**config.mk**
```make
export PLATFORM = sky130hd
export DESIGN_NAME = positional_list_engine_top
export DESIGN_NICKNAME = d
export VERILOG_FILES = /design/src/hw/rtl/plst_pkg.sv /design/src/hw/rtl/positional_list_engine_top.sv /design/src/hw/rtl/plst_mem.sv /design/src/hw/rtl/plst_ctrl.sv
export VERILOG_INCLUDE_DIRS = /design/src /design/src/hw/rtl
export SDC_FILE = /design/constraint.sdc
export NUM_CORES = 1
export LEC_CHECK = 0
export BUFFER_PORTS_ARGS = -buffer_cell sky130_fd_sc_hd__buf_2
export CELL_PAD_IN_SITES_DETAIL_PLACEMENT = 1
export CELL_PAD_IN_SITES_GLOBAL_PLACEMENT = 1
export CORE_MARGIN = 10
export CORE_UTILIZATION = 54
export CTS_CLUSTER_SIZE = 8
export DETAILED_ROUTE_END_ITERATION = 7
export GPL_ROUTABILITY_DRIVEN = 1
export PLACE_DENSITY = 0.77
export SYNTH_ARGS = -nofsm -noshare
export SYNTH_HDL_FRONTEND = slang
export SYNTH_SLANG_ARGS = --single-unit
```
**constraint.sdc**
```tcl
create_clock -name clk -period 7.9 [get_ports clk]
set_input_delay 0.395 -clock clk [delete_from_list [all_inputs] [get_ports clk]]
set_output_delay 0.395 -clock clk [all_outputs]
set_load 0.03 [all_outputs]
```
**src/hw/rtl/positional_list_engine_top_macros.svh**
```systemverilog
// Assertion shorthands used by the top-level file to check this block.
// They expect signals named clk and rst_n in the scope of use.
`ifndef POSITIONAL_LIST_ENGINE_TOP_MACROS_SVH
`define POSITIONAL_LIST_ENGINE_TOP_MACROS_SVH

// The consequent must hold in the same cycle as the antecedent.
`define PLST_ASSERT_NOW(lbl, ante, cons, msg) \
  lbl: assert property (@(posedge clk) disable iff (!rst_n) (ante) |-> (cons)) else $error(msg);

// The consequent must hold in the cycle after the antecedent.
`define PLST_ASSERT_NEXT(lbl, ante, cons, msg) \
  lbl: assert property (@(posedge clk) disable iff (!rst_n) (ante) |=> (cons)) else $error(msg);

`endif

```
**src/hw/rtl/plst_pkg.sv**
```systemverilog
package plst_pkg;

  localparam int CAPACITY_DEF = 32;
  localparam int DATA_W       = 32;
  localparam int POS_W        = 6;
  localparam int CMD_W        = 3;

  localparam logic [CMD_W-1:0] CMD_CLEAR  = 3'd0;
  localparam logic [CMD_W-1:0] CMD_INSERT = 3'd1;
  localparam logic [CMD_W-1:0] CMD_DELETE = 3'd2;
  localparam logic [CMD_W-1:0] CMD_GET    = 3'd3;
  localparam logic [CMD_W-1:0] CMD_LOCATE = 3'd4;

  // Port enables from the sequencer to the element memory.
  typedef struct packed {
    logic rd_en;
    logic wr_en;
  } mem_ctl_t;

endpackage

```
**src/hw/rtl/positional_list_engine_top.sv**
```systemverilog
// Positional list engine: an ordered list of up to CAPACITY signed 32-bit words,
// addressed by 1-based position, held in a single synchronous memory.
// A command word (in_command, in_position, in_value) is taken at a rising edge
// where start is high and busy is low. Commands are clear, insert before a position,
// delete at a position, get at a position and locate the first equal word.
// Every command yields exactly one result word, shown for one cycle with out_valid
// high; the receiver cannot hold it off, so it must capture it in that cycle.
// Clear, unknown commands, rejected commands and locate on an empty list are
// answered straight from idle; get reads its one entry; insert and delete walk
// the n words that move (fewer than CAPACITY); and locate reads the words in
// order until the first match or the end of the list.
// The memory has one read and one write port, so insert and delete shift one word
// per cycle in a read-modify-write walk. busy falls in the cycle the result
// appears, so the next command can be accepted while the result is on the ports.
// Reset (rst_n low at a clock edge) empties the list and clears busy and out_valid;
// the memory contents are not cleared and need no clearing pass, since only
// entries below the current length are ever read.

module positional_list_engine_top #(
  parameter int CAPACITY = plst_pkg::CAPACITY_DEF
) (
  input  logic                               clk,
  input  logic                               rst_n,
  input  logic                               start,
  output logic                               busy,
  input  logic [plst_pkg::CMD_W-1:0]         in_command,
  input  logic [plst_pkg::POS_W-1:0]         in_position,
  input  logic signed [plst_pkg::DATA_W-1:0] in_value,
  output logic                               out_valid,
  output logic                               out_status,
  output logic signed [plst_pkg::DATA_W-1:0] out_data_value,
  output logic [plst_pkg::POS_W-1:0]         out_found_position,
  output logic [plst_pkg::POS_W-1:0]         out_current_length,
  output logic                               out_is_empty
);

  // Address width for the element memory and width of the element count.
  localparam int AW = $clog2(CAPACITY);
  localparam int LW = $clog2(CAPACITY + 1);

  plst_pkg::mem_ctl_t                 mem_ctl;
  logic [AW-1:0]                      mem_raddr;
  logic [AW-1:0]                      mem_waddr;
  logic signed [plst_pkg::DATA_W-1:0] mem_wdata;
  logic signed [plst_pkg::DATA_W-1:0] mem_rdata;

  // The sequencer decodes each command, checks it against the length, and walks
  // the memory. Reads and writes of one walk never touch the same entry in the
  // same cycle, and a new command only starts after the last write has landed.
  plst_ctrl #(
    .CAPACITY (CAPACITY),
    .AW       (AW),
    .LW       (LW)
  ) u_ctrl (
    .clk                (clk),
    .rst_n              (rst_n),
    .start              (start),
    .busy               (busy),
    .in_command         (in_command),
    .in_position        (in_position),
    .in_value           (in_value),
    .mem_ctl            (mem_ctl),
    .mem_raddr          (mem_raddr),
    .mem_waddr          (mem_waddr),
    .mem_wdata          (mem_wdata),
    .mem_rdata          (mem_rdata),
    .out_valid          (out_valid),
    .out_status         (out_status),
    .out_data_value     (out_data_value),
    .out_found_position (out_found_position),
    .out_current_length (out_current_length),
    .out_is_empty       (out_is_empty)
  );

  // Element store: one write and one registered read per cycle.
  plst_mem #(
    .DEPTH (CAPACITY),
    .AW    (AW)
  ) u_mem (
    .clk   (clk),
    .ctl   (mem_ctl),
    .raddr (mem_raddr),
    .waddr (mem_waddr),
    .wdata (mem_wdata),
    .rdata (mem_rdata)
  );

`include "positional_list_engine_top_macros.svh"

  // The memory is only written while a command is being worked on.
  `PLST_ASSERT_NOW(a_no_write_idle, !busy, !mem_ctl.wr_en, "memory write while idle")
  // A walk never reads and writes the same entry in one cycle.
  `PLST_ASSERT_NOW(a_no_rw_clash, mem_ctl.rd_en && mem_ctl.wr_en, mem_raddr != mem_waddr, "read and write hit the same entry")
  // An unknown command is answered at once with an error.
  `PLST_ASSERT_NEXT(a_bad_cmd, start && !busy && in_command > plst_pkg::CMD_LOCATE, out_valid && out_status, "unknown command not rejected")
  // A result only follows an accepted command or the end of a walk.
  `PLST_ASSERT_NOW(a_result_source, out_valid, $past(busy) || $past(start), "result without a command")

endmodule

```
**src/hw/rtl/plst_mem.sv**
```systemverilog
module plst_mem #(
  parameter int DEPTH = plst_pkg::CAPACITY_DEF,
  parameter int AW    = $clog2(DEPTH)
) (
  input  logic                               clk,
  input  plst_pkg::mem_ctl_t                 ctl,
  input  logic [AW-1:0]                      raddr,
  input  logic [AW-1:0]                      waddr,
  input  logic signed [plst_pkg::DATA_W-1:0] wdata,
  output logic signed [plst_pkg::DATA_W-1:0] rdata
);

  logic signed [plst_pkg::DATA_W-1:0] mem [DEPTH];
  logic signed [plst_pkg::DATA_W-1:0] rdata_r;

  always_ff @(posedge clk) begin
    if (ctl.wr_en) begin
      mem[waddr] <= wdata;
    end
  end

  always_ff @(posedge clk) begin
    if (ctl.rd_en) begin
      rdata_r <= mem[raddr];
    end
  end

  assign rdata = rdata_r;

endmodule

```
**src/hw/rtl/plst_ctrl.sv**
```systemverilog
module plst_ctrl #(
  parameter int CAPACITY = plst_pkg::CAPACITY_DEF,
  parameter int AW       = $clog2(CAPACITY),
  parameter int LW       = $clog2(CAPACITY + 1)
) (
  input  logic                                clk,
  input  logic                                rst_n,
  input  logic                                start,
  output logic                                busy,
  input  logic [plst_pkg::CMD_W-1:0]          in_command,
  input  logic [plst_pkg::POS_W-1:0]          in_position,
  input  logic signed [plst_pkg::DATA_W-1:0]  in_value,
  output plst_pkg::mem_ctl_t                  mem_ctl,
  output logic [AW-1:0]                       mem_raddr,
  output logic [AW-1:0]                       mem_waddr,
  output logic signed [plst_pkg::DATA_W-1:0]  mem_wdata,
  input  logic signed [plst_pkg::DATA_W-1:0]  mem_rdata,
  output logic                                out_valid,
  output logic                                out_status,
  output logic signed [plst_pkg::DATA_W-1:0]  out_data_value,
  output logic [plst_pkg::POS_W-1:0]          out_found_position,
  output logic [plst_pkg::POS_W-1:0]          out_current_length,
  output logic                                out_is_empty
);

  localparam int CW = ((LW > plst_pkg::POS_W) ? LW : plst_pkg::POS_W) + 1;

  typedef enum logic [2:0] {
    ST_IDLE,
    ST_INS,
    ST_PUT,
    ST_RD,
    ST_LOC
  } state_t;

  state_t                             state_r, state_nxt;
  logic [LW-1:0]                      len_r, len_nxt;
  logic [LW-1:0]                      cnt_r, cnt_nxt;
  logic [AW-1:0]                      rd_r, rd_nxt;
  logic                               pv_r, pv_nxt;
  logic [AW-1:0]                      pa_r, pa_nxt;
  logic [AW-1:0]                      first_r, first_nxt;
  logic signed [plst_pkg::DATA_W-1:0] val_r, val_nxt;
  logic signed [plst_pkg::DATA_W-1:0] dat_r, dat_nxt;
  logic                               op_del_r, op_del_nxt;
  logic                               out_valid_r, out_valid_nxt;
  logic                               out_status_r, out_status_nxt;
  logic signed [plst_pkg::DATA_W-1:0] out_data_r, out_data_nxt;
  logic [plst_pkg::POS_W-1:0]         out_found_r, out_found_nxt;
  logic [plst_pkg::POS_W-1:0]         out_len_r, out_len_nxt;
  logic                               out_empty_r, out_empty_nxt;

  logic                               emit;
  logic                               e_status;
  logic signed [plst_pkg::DATA_W-1:0] e_data;
  logic [plst_pkg::POS_W-1:0]         e_found;
  logic [CW-1:0]                      pos_w;
  logic [CW-1:0]                      len_w;
  logic [CW-1:0]                      one_w;

  assign pos_w = CW'(in_position);
  assign len_w = CW'(len_r);
  assign one_w = CW'(1);

  always_comb begin
    state_nxt  = state_r;
    len_nxt    = len_r;
    cnt_nxt    = cnt_r;
    rd_nxt     = rd_r;
    pv_nxt     = pv_r;
    pa_nxt     = pa_r;
    first_nxt  = first_r;
    val_nxt    = val_r;
    dat_nxt    = dat_r;
    op_del_nxt = op_del_r;
    emit       = 1'b0;
    e_status   = 1'b0;
    e_data     = '0;
    e_found    = '0;
    mem_ctl    = '0;
    mem_raddr  = rd_r;
    mem_waddr  = pa_r;
    mem_wdata  = mem_rdata;

    unique case (state_r)
      ST_IDLE: begin
        if (start) begin
          unique case (in_command)
            plst_pkg::CMD_CLEAR: begin
              len_nxt = '0;
              emit    = 1'b1;
            end
            plst_pkg::CMD_INSERT: begin
              if (len_w >= CW'(CAPACITY) || pos_w == '0 || pos_w > len_w + one_w) begin
                emit     = 1'b1;
                e_status = 1'b1;
              end else begin
                val_nxt   = in_value;
                first_nxt = AW'(pos_w - one_w);
                rd_nxt    = AW'(len_w - one_w);
                cnt_nxt   = LW'(len_w - (pos_w - one_w));
                pv_nxt    = 1'b0;
                state_nxt = ST_INS;
              end
            end
            plst_pkg::CMD_DELETE, plst_pkg::CMD_GET: begin
              if (len_w == '0 || pos_w == '0 || pos_w > len_w) begin
                emit     = 1'b1;
                e_status = 1'b1;
              end else begin
                first_nxt  = AW'(pos_w - one_w);
                rd_nxt     = AW'(pos_w - one_w);
                // A get reads only its own entry; a delete walks to the end.
                cnt_nxt    = (in_command == plst_pkg::CMD_DELETE) ?
                             LW'(len_w - pos_w + one_w) : LW'(1);
                pv_nxt     = 1'b0;
                op_del_nxt = (in_command == plst_pkg::CMD_DELETE);
                state_nxt  = ST_RD;
              end
            end
            plst_pkg::CMD_LOCATE: begin
              if (len_r == '0) begin
                emit = 1'b1;
              end else begin
                val_nxt   = in_value;
                rd_nxt    = '0;
                cnt_nxt   = len_r;
                pv_nxt    = 1'b0;
                state_nxt = ST_LOC;
              end
            end
            default: begin
              emit     = 1'b1;
              e_status = 1'b1;
            end
          endcase
        end
      end

      ST_INS: begin
        // Walk downward: the word read last cycle moves one place up.
        if (pv_r) begin
          mem_ctl.wr_en = 1'b1;
          mem_waddr     = pa_r + AW'(1);
        end
        if (cnt_r != '0) begin
          mem_ctl.rd_en = 1'b1;
          pv_nxt        = 1'b1;
          pa_nxt        = rd_r;
          rd_nxt        = rd_r - AW'(1);
          cnt_nxt       = cnt_r - LW'(1);
        end else begin
          pv_nxt    = 1'b0;
          state_nxt = ST_PUT;
        end
      end

      ST_PUT: begin
        mem_ctl.wr_en = 1'b1;
        mem_waddr     = first_r;
        mem_wdata     = val_r;
        len_nxt       = len_r + LW'(1);
        emit          = 1'b1;
        state_nxt     = ST_IDLE;
      end

      ST_RD: begin
        // Walk upward: the first word is the one returned, the rest
        // move one place down when deleting.
        if (pv_r) begin
          if (pa_r == first_r) begin
            dat_nxt = mem_rdata;
          end else if (op_del_r) begin
            mem_ctl.wr_en = 1'b1;
            mem_waddr     = pa_r - AW'(1);
          end
        end
        if (cnt_r != '0) begin
          mem_ctl.rd_en = 1'b1;
          pv_nxt        = 1'b1;
          pa_nxt        = rd_r;
          rd_nxt        = rd_r + AW'(1);
          cnt_nxt       = cnt_r - LW'(1);
        end else begin
          pv_nxt    = 1'b0;
          emit      = 1'b1;
          e_data    = (pv_r && pa_r == first_r) ? mem_rdata : dat_r;
          if (op_del_r) begin
            len_nxt = len_r - LW'(1);
          end
          state_nxt = ST_IDLE;
        end
      end

      ST_LOC: begin
        if (pv_r && mem_rdata == val_r) begin
          pv_nxt    = 1'b0;
          emit      = 1'b1;
          e_found   = plst_pkg::POS_W'(CW'(pa_r) + one_w);
          state_nxt = ST_IDLE;
        end else if (cnt_r != '0) begin
          mem_ctl.rd_en = 1'b1;
          pv_nxt        = 1'b1;
          pa_nxt        = rd_r;
          rd_nxt        = rd_r + AW'(1);
          cnt_nxt       = cnt_r - LW'(1);
        end else begin
          pv_nxt    = 1'b0;
          emit      = 1'b1;
          state_nxt = ST_IDLE;
        end
      end

      default: begin
        state_nxt = ST_IDLE;
      end
    endcase

    out_valid_nxt  = emit;
    out_status_nxt = emit ? e_status : out_status_r;
    out_data_nxt   = emit ? e_data : out_data_r;
    out_found_nxt  = emit ? e_found : out_found_r;
    out_len_nxt    = emit ? plst_pkg::POS_W'(CW'(len_nxt)) : out_len_r;
    out_empty_nxt  = emit ? (len_nxt == '0) : out_empty_r;
  end

  always_ff @(posedge clk) begin
    if (!rst_n) begin
      state_r     <= ST_IDLE;
      len_r       <= '0;
      pv_r        <= 1'b0;
      out_valid_r <= 1'b0;
    end else begin
      state_r     <= state_nxt;
      len_r       <= len_nxt;
      pv_r        <= pv_nxt;
      out_valid_r <= out_valid_nxt;
    end
    cnt_r        <= cnt_nxt;
    rd_r         <= rd_nxt;
    pa_r         <= pa_nxt;
    first_r      <= first_nxt;
    val_r        <= val_nxt;
    dat_r        <= dat_nxt;
    op_del_r     <= op_del_nxt;
    out_status_r <= out_status_nxt;
    out_data_r   <= out_data_nxt;
    out_found_r  <= out_found_nxt;
    out_len_r    <= out_len_nxt;
    out_empty_r  <= out_empty_nxt;
  end

  assign busy               = (state_r != ST_IDLE);
  assign out_valid          = out_valid_r;
  assign out_status         = out_status_r;
  assign out_data_value     = out_data_r;
  assign out_found_position = out_found_r;
  assign out_current_length = out_len_r;
  assign out_is_empty       = out_empty_r;

endmodule
```
# Word-level counts from Yosys, hierarchy flattened
# Memories as Yosys holds them, arrays and structs flattened. A register that Yosys moved wholly into a read port is not among the register bits.
# Index checks and enable logic that the tools add are counted.
[word_totals]
n_memories = 1
word_cells = 163
regBits = 143
mem_bits_rw = 1024
output_inout_bits = 48
[classes]
n_addsub = 14
reduce_logical = 34
magnitude_cmp = 3
n_mux = 72
n_bitwise = 2
n_eq_ne = 21
[mem_list]
columns = ["name", "words", "word_bits", "rd", "rd_ports_with_merged_regs", "write_ports", "line_no", "text"]
rows = [
  ["u_mem.mem", 32, 32, 1, 1, 1, "plst_mem.sv:13", "logic signed [plst_pkg::DATA_W-1:0] mem [DEPTH];"],
]
[op_table]
columns = ["cell", "n"]
rows = [
  ["two-way mux 32 bit", 4],
  ["two-way mux 5 bit", 14],
  ["two-way mux 6 bit", 11],
  ["one-hot mux 32 bit (2 select lines)", 1],
  ["one-hot mux 6 bit (3 select lines)", 3],
  ["== test 32 bit", 1],
  ["one-hot mux 5 bit (3 select lines)", 2],
  ["two-way mux 3 bit", 7],
  ["one-hot mux 5 bit (2 select lines)", 2],
  ["one-hot mux 5 bit (4 select lines)", 1],
  ["two-way mux 1 bit", 18],
  ["subtractor 6 x 1 -> 6 bit, second input constant", 3],
  ["one-hot mux 1 bit (3 select lines)", 5],
  ["subtractor 5 x 1 -> 5 bit, second input constant", 3],
  ["zero test 7 bit", 2],
  ["adder 6 x 1 -> 6 bit, second input constant", 2],
  ["== test 3 x 2 -> 1 bit, second input constant", 4],
  ["zero test 6 bit", 2],
  ["!= test 2 bit, second input constant", 6],
  ["one-hot mux 3 bit (4 select lines)", 1],
  ["AND reduction 6 bit", 2],
  ["subtractor 6 bit", 2],
  ["adder 5 x 1 -> 5 bit, second input constant", 2],
  ["AND reduction 5 bit", 2],
  ["28 further kinds", 46],
]

# Logic depth before layout (Yosys ltp)
# Gate-level depths: netlist (run 1).
[logic_depth]
ltp_word = 7
ltp_mapped = 11
depth_no_buf = 11

# By module
# Synthesis (run 1) repeated with hierarchy kept, for this count alone.
[unflattened]
hier_cells = 3012
hier_area_um2 = 48809.3
[modules_own_cells]
columns = ["module", "n_inst", "area_per_inst_um2", "seq_area_each_um2", "cells_each"]
rows = [
  ["plst_mem", 1, 40812.9, 31710.4, 2260],
  ["plst_ctrl", 1, 7996.4, 4184.0, 752],
]

# Worst setup path after synthesis (run 1)
# No wires, ideal clock.
[synth_path]
path_kind = "register to register"
from = "register u_ctrl.len_r[2]"
to = "register u_ctrl.out_len_r, in the netlist u_ctrl.out_current_length[0], enable pin"
arrival_time_ns = 4.891
setup_slack_ns = 2.546
synth_period_minus_slack_ns = 5.354
path_stages_with_launch = 11
t_required_ns = 7.436
setup_ns = 0.464
cell_sequence = "dfxtp_1 > clkbuf_1 > nand3_1 > or3_1 > and2_1 > ha_1 > nand3_1 > a21o_1 > a2111oi_0 > a2111oi_0 > o211ai_1"
[synth_via]
elab_chain_cells = 7
elab_cells_between_ends = 16
classes_between = "1 x add/sub; 3 x order compare; 6 x mux; 6 x reduce/logical"
[synth_rtl]
columns = ["element", "line_no", "text"]
rows = [
  ["start, declared", "plst_ctrl.sv:37", "logic [LW-1:0] len_r, len_nxt;"],
  ["start signal, assigned", "plst_ctrl.sv:235", "len_r <= len_nxt;"],
  ["adder 6 x 1 -> 7 bit (tied with other cells)", "plst_ctrl.sv:94", "if (len_w >= CW'(CAPACITY) || pos_w == '0 || pos_w > len_w + one_w) begin"],
  ["greater-than comparator 6 x 7 -> 1 bit (tied with other cells)", "plst_ctrl.sv:94", ""],
  ["logical OR 1 bit, on equally long branches", "plst_ctrl.sv:94, plst_ctrl.sv:107", ""],
  ["two-way mux 1 bit, on equally long branches", "plst_ctrl.sv:94, plst_ctrl.sv:107", ""],
  ["one-hot mux 1 bit (3 select lines) *", "plst_ctrl.sv:88", "unique case (in_command)"],
  ["two-way mux 1 bit *", "plst_ctrl.sv:87", "if (start) begin"],
  ["one-hot mux 1 bit (4 select lines) *", "plst_ctrl.sv:85", "unique case (state_r)"],
  ["via u_ctrl.emit", "plst_ctrl.sv:53", "logic emit;"],
  ["end signal, assigned", "plst_ctrl.sv:249", "out_len_r <= out_len_nxt;"],
  ["end, declared", "plst_ctrl.sv:50", "logic [plst_pkg::POS_W-1:0] out_len_r, out_len_nxt;"],
]
# Mark *: on every way through the listed nets, which the timed path passes. The rest lies on a longest branch.
# A chain may end at the register's enable or synchronous reset.

# Final worst setup path (run 1)
[layout_path]
from = "register u_ctrl.state_r[1]"
to = "memory u_mem.mem[29][5] in the netlist's numbering, enable pin"
[layout_via]
elab_chain_cells = 4
elab_cells_between_ends = 7
classes_between = "3 x eq/ne; 4 x mux"
[layout_rtl]
columns = ["element", "line_no", "text"]
rows = [
  ["start, declared", "plst_ctrl.sv:36", "state_t state_r, state_nxt;"],
  ["start signal, assigned", "plst_ctrl.sv:234", "state_r <= state_nxt;"],
  ["== test 3 x 2 -> 1 bit / == test 3 x 1 -> 1 bit (equally long branches)", "plst_ctrl.sv:85", ""],
  ["one-hot mux 1 bit (3 select lines)", "plst_ctrl.sv:85", ""],
  ["two-way mux 1 bit", "plst_mem.sv:17", "if (ctl.wr_en) begin"],
  ["two-way mux 1 bit (implied by the code)", "plst_mem.sv:18", "mem[waddr] <= wdata;"],
  ["end, declared", "plst_mem.sv:13", ""],
]
# Parallel ways exist; a longest one is shown, timed or not.

==> impl_metrics.json, run 1 <==
{
  "dr.pass1.iters": 5,
  "place_ws_ps": 3230,
  "power.leakage_uw": 0.0179,
  "grtUsageTotal": 0.258,
  "initial_core_util": 0.544,
  "core_area_um2": 88400,
  "route.met2.wl_um": 64500,
  "cp-start-kind": "register",
  "met3_length_um": 11800,
  "grt_max_degree": 120,
  "cts_setup_buffers": 0,
  "crit_required_ps": 8300,
  "p_total_uw": 15700,
  "slew_violations": 0,
  "dieArea_um2": 101000,
  "cp-end-kind": "register",
  "cts_made_buffers": 167,
  "finClkSkew_ps": 26.4,
  "dp.cells": 3553,
  "cp_max_fo": 43,
  "max_cap_viol_count": 0,
  "met1_length_um": 50400,
  "antenna_found_initial": 7,
  "drive_above_1_share": 0.287,
  "drc": 0,
  "rsz0062_at_grt": "no",
  "io_buffers": 91,
  "routed_wl_um": 131000,
  "num_rows": 109,
  "clk_latency_ps": 740,
  "via_count": 25200,
  "highest_layer": "met5",
  "cp.arrival_ps": 5290,
  "clkSinkCount": 1199,
  "timing.final.crit_share": 0.619,
  "hp-class": "input port to register",
  "fmax_ghz": 0.204,
  "grt_pass1_vias": 26800,
  "fin_nets": 2672,
  "ys_ff_latch": 1199,
  "diodes": 0,
  "synth-edff-count": 1188,
  "relSlewSlack": 0.0460,
  "fin_ws_ps": 3010,
  "crit_chain": "nand2_2, o21ai_0, a31o_2, nand3_1, nor3_2, buf_4",
  "clk_pin_slew_worst_paths_ps": 60,
  "syn-num-nets": 2432,
  "grt_first_pass_wirelength_um": 192000,
  "critPathMaxStageDelay_ps": 1210,
  "synthTopCellsByArea": "edfxtp_1 (74%), mux4_2 (15%), nand2_1 (1.4%)",
  "drt_iter0_markers": 3236,
  "netlist_instances": 2350,
  "avgViaCountPerCell": 6.66,
  "synth_top_cell_area_share": 0.742,
  "antenna_left": 0,
  "cts_root_buf": "clkbuf_16",
  "critical_path_class": "register to register",
  "synth_top_cell_by_area": "edfxtp_1",
  "avgSynthCellArea_um2": 20.5,
  "ys_types": 75,
  "setup_tns_ps": 0,
  "wl_per_cell_um": 34.6,
  "ys_seq_area_frac": 0.746,
  "ir_drop_v": 0.000297,
  "die_y_um": 318,
  "status": "completed",
  "netlist_area_um2": 48100,
  "cts_tree": "yes",
  "layout_common_cells": "edfxtp_1 (1188), mux4_2 (320), nand2_1 (179)",
  "layout_commonest_cell": "edfxtp_1",
  "finalCriticalPeriod_ps": 4890,
  "fp.dieW_um": 318,
  "gp_congestion": 0.862,
  "hold_viol_final": 0,
  "yosysWarnings": 0,
  "hpwl_um": 74300,
  "cts-htree-levels": 4,
  "tightest_slew_ps": 1430,
  "syn_to_final_growth_pct": 14.3,
  "synth_ff_type": "edfxtp_1",
  "crit_path_top_delay_cell": "nor3_2",
  "finalNonFillerCells": 3781,
  "r2r_setup_slack_ps": 3010,
  "io_pins": 92,
  "clock_path_buffers": 3,
  "setup_viol_count_final": 0,
  "async_flop_share": 0,
  "powerDensity_nw_per_um2": 286,
  "grt_overflow": 0
}
path summary, 6_finish.rpt:
path                       end               from  cells past startpoint
max           u_mem.mem[29][5]  u_ctrl.state_r[1]                      6
min          u_ctrl.state_r[2]              rst_n                      3
min reg2reg   u_ctrl.dat_r[31]    u_mem.rdata[31]                      0
max reg2reg   u_mem.mem[29][5]  u_ctrl.state_r[1]                      6
layout make-up:
type	count	area (um2)
clock buffer	182	4260
clock inverter	13	210
fill	7271	33400
inverter	45	169
multi-input combinational	985	11700
sequential	1199	35900
tap	1165	1460
timing repair buffer	192	1340
state kept, by name (all words and copies together) (netlist names), 5 cells and up:
register	count
u_ctrl.pa_r	5
u_ctrl.val_r	32
u_ctrl.first_r	5
u_ctrl.out_found_position	6
u_ctrl.len_r	6
u_mem.rdata	32
u_mem.mem	1024
u_ctrl.mem_raddr	5
u_ctrl.out_data_value	32
u_ctrl.cnt_r	6
u_ctrl.dat_r	32
u_ctrl.out_current_length	6
what timing repair did:
item                                   4_1_cts  5_1_grt
hold buffers                                32        0
setup endpoints to repair                    0        0
resized for setup                            0        0
endpoints found under the hold margin       32        0
worst max-delay path, delay by kind of cell, from the launching register on:
kind / cells / cell delay [ps]
AND/OR/NAND/NOR: 3 / 2630
buffers and inverters: 1 / 450
AO/OA/AOI/OAI: 2 / 480
flip-flops: 1 / 940
where the power goes:
group          switching (uW)  internal (uW)
combinational            1210            666
sequential                111           7390
clock                    2580           3770
cells by family (layout without fill, tap and decap cells):
kind of cell	after synthesis	count (layout)	synth area share
AO/OA/AOI/OAI	172	172	0.0235
XOR/XNOR	57	57	0.0104
adder cells (fa/ha/maj)	38	38	0.0104
buffers and inverters	166	432	0.0159
flip-flops	1199	1199	0.746
multiplexers	356	356	0.158
AND/OR/NAND/NOR	362	362	0.0356
Yosys cell counts (4+ instances only):
cell / count
a2111oi_0: 4
o21ai_1: 4
inv_1: 45
o211ai_1: 7
nor3_1: 45
mux2_2: 33
buf_2: 18
xnor2_1: 30
a211oi_1: 6
o21a_1: 4
nand4_1: 8
o22ai_1: 5
a211o_1: 5
nand3b_1: 4
nand2b_1: 12
nand2_1: 183
clkbuf_1: 53
buf_4: 25
a21o_1: 8
dfxtp_1: 11
nand3_1: 22
ha_1: 35
o31ai_1: 5
nor2b_1: 5
nor4_1: 4
nor3_2: 6
or3_1: 5
and2_1: 9
nor3b_1: 6
a21oi_1: 61
buf_1: 21
o21ai_0: 27
mux4_2: 320
edfxtp_1: 1188
nor2_1: 37
xor2_1: 27
per-stage QoR:
| stage | hold slack [ps] | cell area (um2) | utilization |
|---|---|---|---|
| after global placement | 511 | 50200 | 0.568 |
| after floorplan | 421 | 48100 | - |
| after CTS | 6.69 | 55000 | 0.622 |
| after detailed placement | 519 | 50200 | 0.568 |
| after global routing | 40.9 | 55000 | 0.622 |
| final | 47.4 | 55000 | 0.622 |
routing by layer:
| metal | global-route usage | vias up |
|---|---|---|
| li1 | - | 10100 |
| met1 | 0.350 | 13400 |
| met2 | 0.415 | 1494 |
| met3 | 0.0528 | 240 |
| met4 | 0.0883 | 2 |
| met5 | 0 | - |
(Power assumes the default switching activity.)
==> run 2: changes to the inputs <==
- clock period: 7.9 -> 4.8 ns (I/O delays scaled with it)
==> impl_metrics.json, run 2 (same netlist as run 1, synthesis figures left out) <==
{
  "largest_reg_flops": 1024,
  "powerDensity_nw_per_um2": 469,
  "critical_path_class": "register to register",
  "clk_latency_ps": 770,
  "hpwl_um": 76400,
  "io_pins": 92,
  "core_area_um2": 88400,
  "critPathMaxStageDelay_ps": 910,
  "grt_max_degree": 96,
  "max_cap_viol_count": 0,
  "finalNonFillerCells": 3801,
  "cp.arrival_ps": 4360,
  "cp-start-kind": "register",
  "pwr-share-seq": 0.477,
  "fmax_ghz": 0.250,
  "grt_pass1_vias": 26900,
  "comb_power_share": 0.117,
  "layout_common_cells": "edfxtp_1 (1188), mux4_2 (320), nand2_1 (182)",
  "antenna_left": 0,
  "p_sw_frac": 0.247,
  "finClkSkew_ps": 26.1,
  "cp_max_fo": 32,
  "slew_violations": 0,
  "power.internal_uw": 19500,
  "crit_path_top_delay_cell": "dfxtp_1",
  "clock_path_buffers": 3,
  "tightest_slew_ps": 1340,
  "whs_ps": 48.6,
  "syn_to_final_growth_pct": 14.8,
  "setup_viol_count_final": 0,
  "finalCriticalPeriod_ps": 3990,
  "holdPathStages": 2,
  "drt_iter0_markers": 3528,
  "drc": 0,
  "ff_latch_area_um2": 35900,
  "routed_wl_um": 135000,
  "die_y_um": 318,
  "ir_drop_v": 0.000360,
  "clkPwrFrac": 0.406,
  "dieArea_um2": 101000,
  "rsz0062_at_grt": "no",
  "path_buf_inv": 2,
  "crit_required_ps": 5170,
  "clk_pin_slew_worst_paths_ps": 50,
  "crit_chain": "inv_1, nor2_1, nand2_1, o211ai_1, nand3_1, nor3_2, buf_4",
  "avgViaCountPerCell": 6.70,
  "layout_commonest_cell": "edfxtp_1",
  "io_buffers": 91,
  "hold_viol_final": 0,
  "path_depth": 7,
  "cp_top_family": "simple AND/OR/NAND/NOR gates",
  "multi_input_area_um2": 11700,
  "initial_core_util": 0.544,
  "grtUsageTotal": 0.265,
  "cts_root_buf": "clkbuf_16",
  "dp.cells": 3566,
  "num_rows": 109,
  "wl_per_cell_um": 35.4,
  "timing.final.crit_share": 0.832,
  "gp_congestion": 0.838,
  "worst_r2r_path_depth": 7,
  "power.leakage_uw": 0.0180,
  "status": "completed",
  "cts-htree-levels": 4,
  "via_count": 25500,
  "cp-end-kind": "register",
  "antenna_found_initial": 4,
  "top_register": "u_mem.mem",
  "clkSinkCount": 1199,
  "grt_first_pass_wirelength_um": 195000,
  "fin_nets": 2689,
  "cts_tree": "yes",
  "cts_made_buffers": 167,
  "drive_above_1_share": 0.291,
  "dr.pass1.iters": 6,
  "fp.dieW_um": 318,
  "setup_tns_ps": 0,
  "power_switching_uw": 6400,
  "hp-class": "input port to register",
  "grt_overflow": 0,
  "relSlewSlack": 0.0982,
  "num-fill-cells": 7191
}
run 2: changes by cell type in the layout (fill, tap and decap cells not counted), sizes merged:
cell | before | now
buf | 160 | 173
clkbuf | 182 | 185
clkinv | 8 | 6
diode | 0 | 1
dlygate4sd3 | 32 | 36
inv | 50 | 51
run 2: routing by layer:
metal	track usage	share of wire	wire length [um]
met5	0	0	0
met2	0.425	0.49	66000
met3	0.0684	0.10	13500
met1	0.348	0.38	50600
met4	0.100	0.034	4640
run 2: final timing paths:
path / startpoint / slack [ps] / endpoint
worst min register to register: u_mem.rdata[3] / 540 / u_ctrl.dat_r[3]
worst max-delay path: u_ctrl.state_r[1] / 810 / u_mem.mem[7][12]
worst min-delay path: in_position[2] / 50 / u_ctrl.first_r[2]
worst max register to register: u_ctrl.state_r[1] / 810 / u_mem.mem[7][12]
run 2: timing repair:
item | 4_1_cts | 5_1_grt
gates resized for setup | 0 | 0
setup buffers | 0 | 0
hold endpoints to repair | 46 | 0
hold buffers | 36 | 0
run 2: final cells by class:
type                            instances  share of cell area
Tap cell                             1165              0.0264
Clock inverter                         12             0.00374
Clock buffer                          185              0.0776
Antenna cell                            1           0.0000453
Multi-Input combinational cell        985               0.212
Sequential cell                      1199               0.650
Inverter                               45             0.00306
Timing Repair Buffer                  209              0.0276
run 2: metrics by stage:
| step | power, uW | setup slack (ps) | cell area [um2] | util |
|---|---|---|---|---|
| global route | 26700 | 609 | 55200 | 0.625 |
| floorplan | 14400 | 19.8 | 48200 | - |
| detailed placement | 15500 | 944 | 50400 | 0.570 |
| finish | 25900 | 805 | 55200 | 0.625 |
| global placement | 15400 | 1080 | 50400 | 0.570 |
| CTS | 26000 | 890 | 55200 | 0.625 |
run 2: power by group through the flow:
stage / clock, uW / sequential [uW] / combinational (uW)
after floorplan: 0 / 12500 / 1870
after global placement: 0 / 12500 / 2830
after detailed placement: 0 / 12600 / 2950
after CTS: 10600 / 12400 / 3010
after global routing: 11100 / 12400 / 3210
final: 10500 / 12400 / 3020
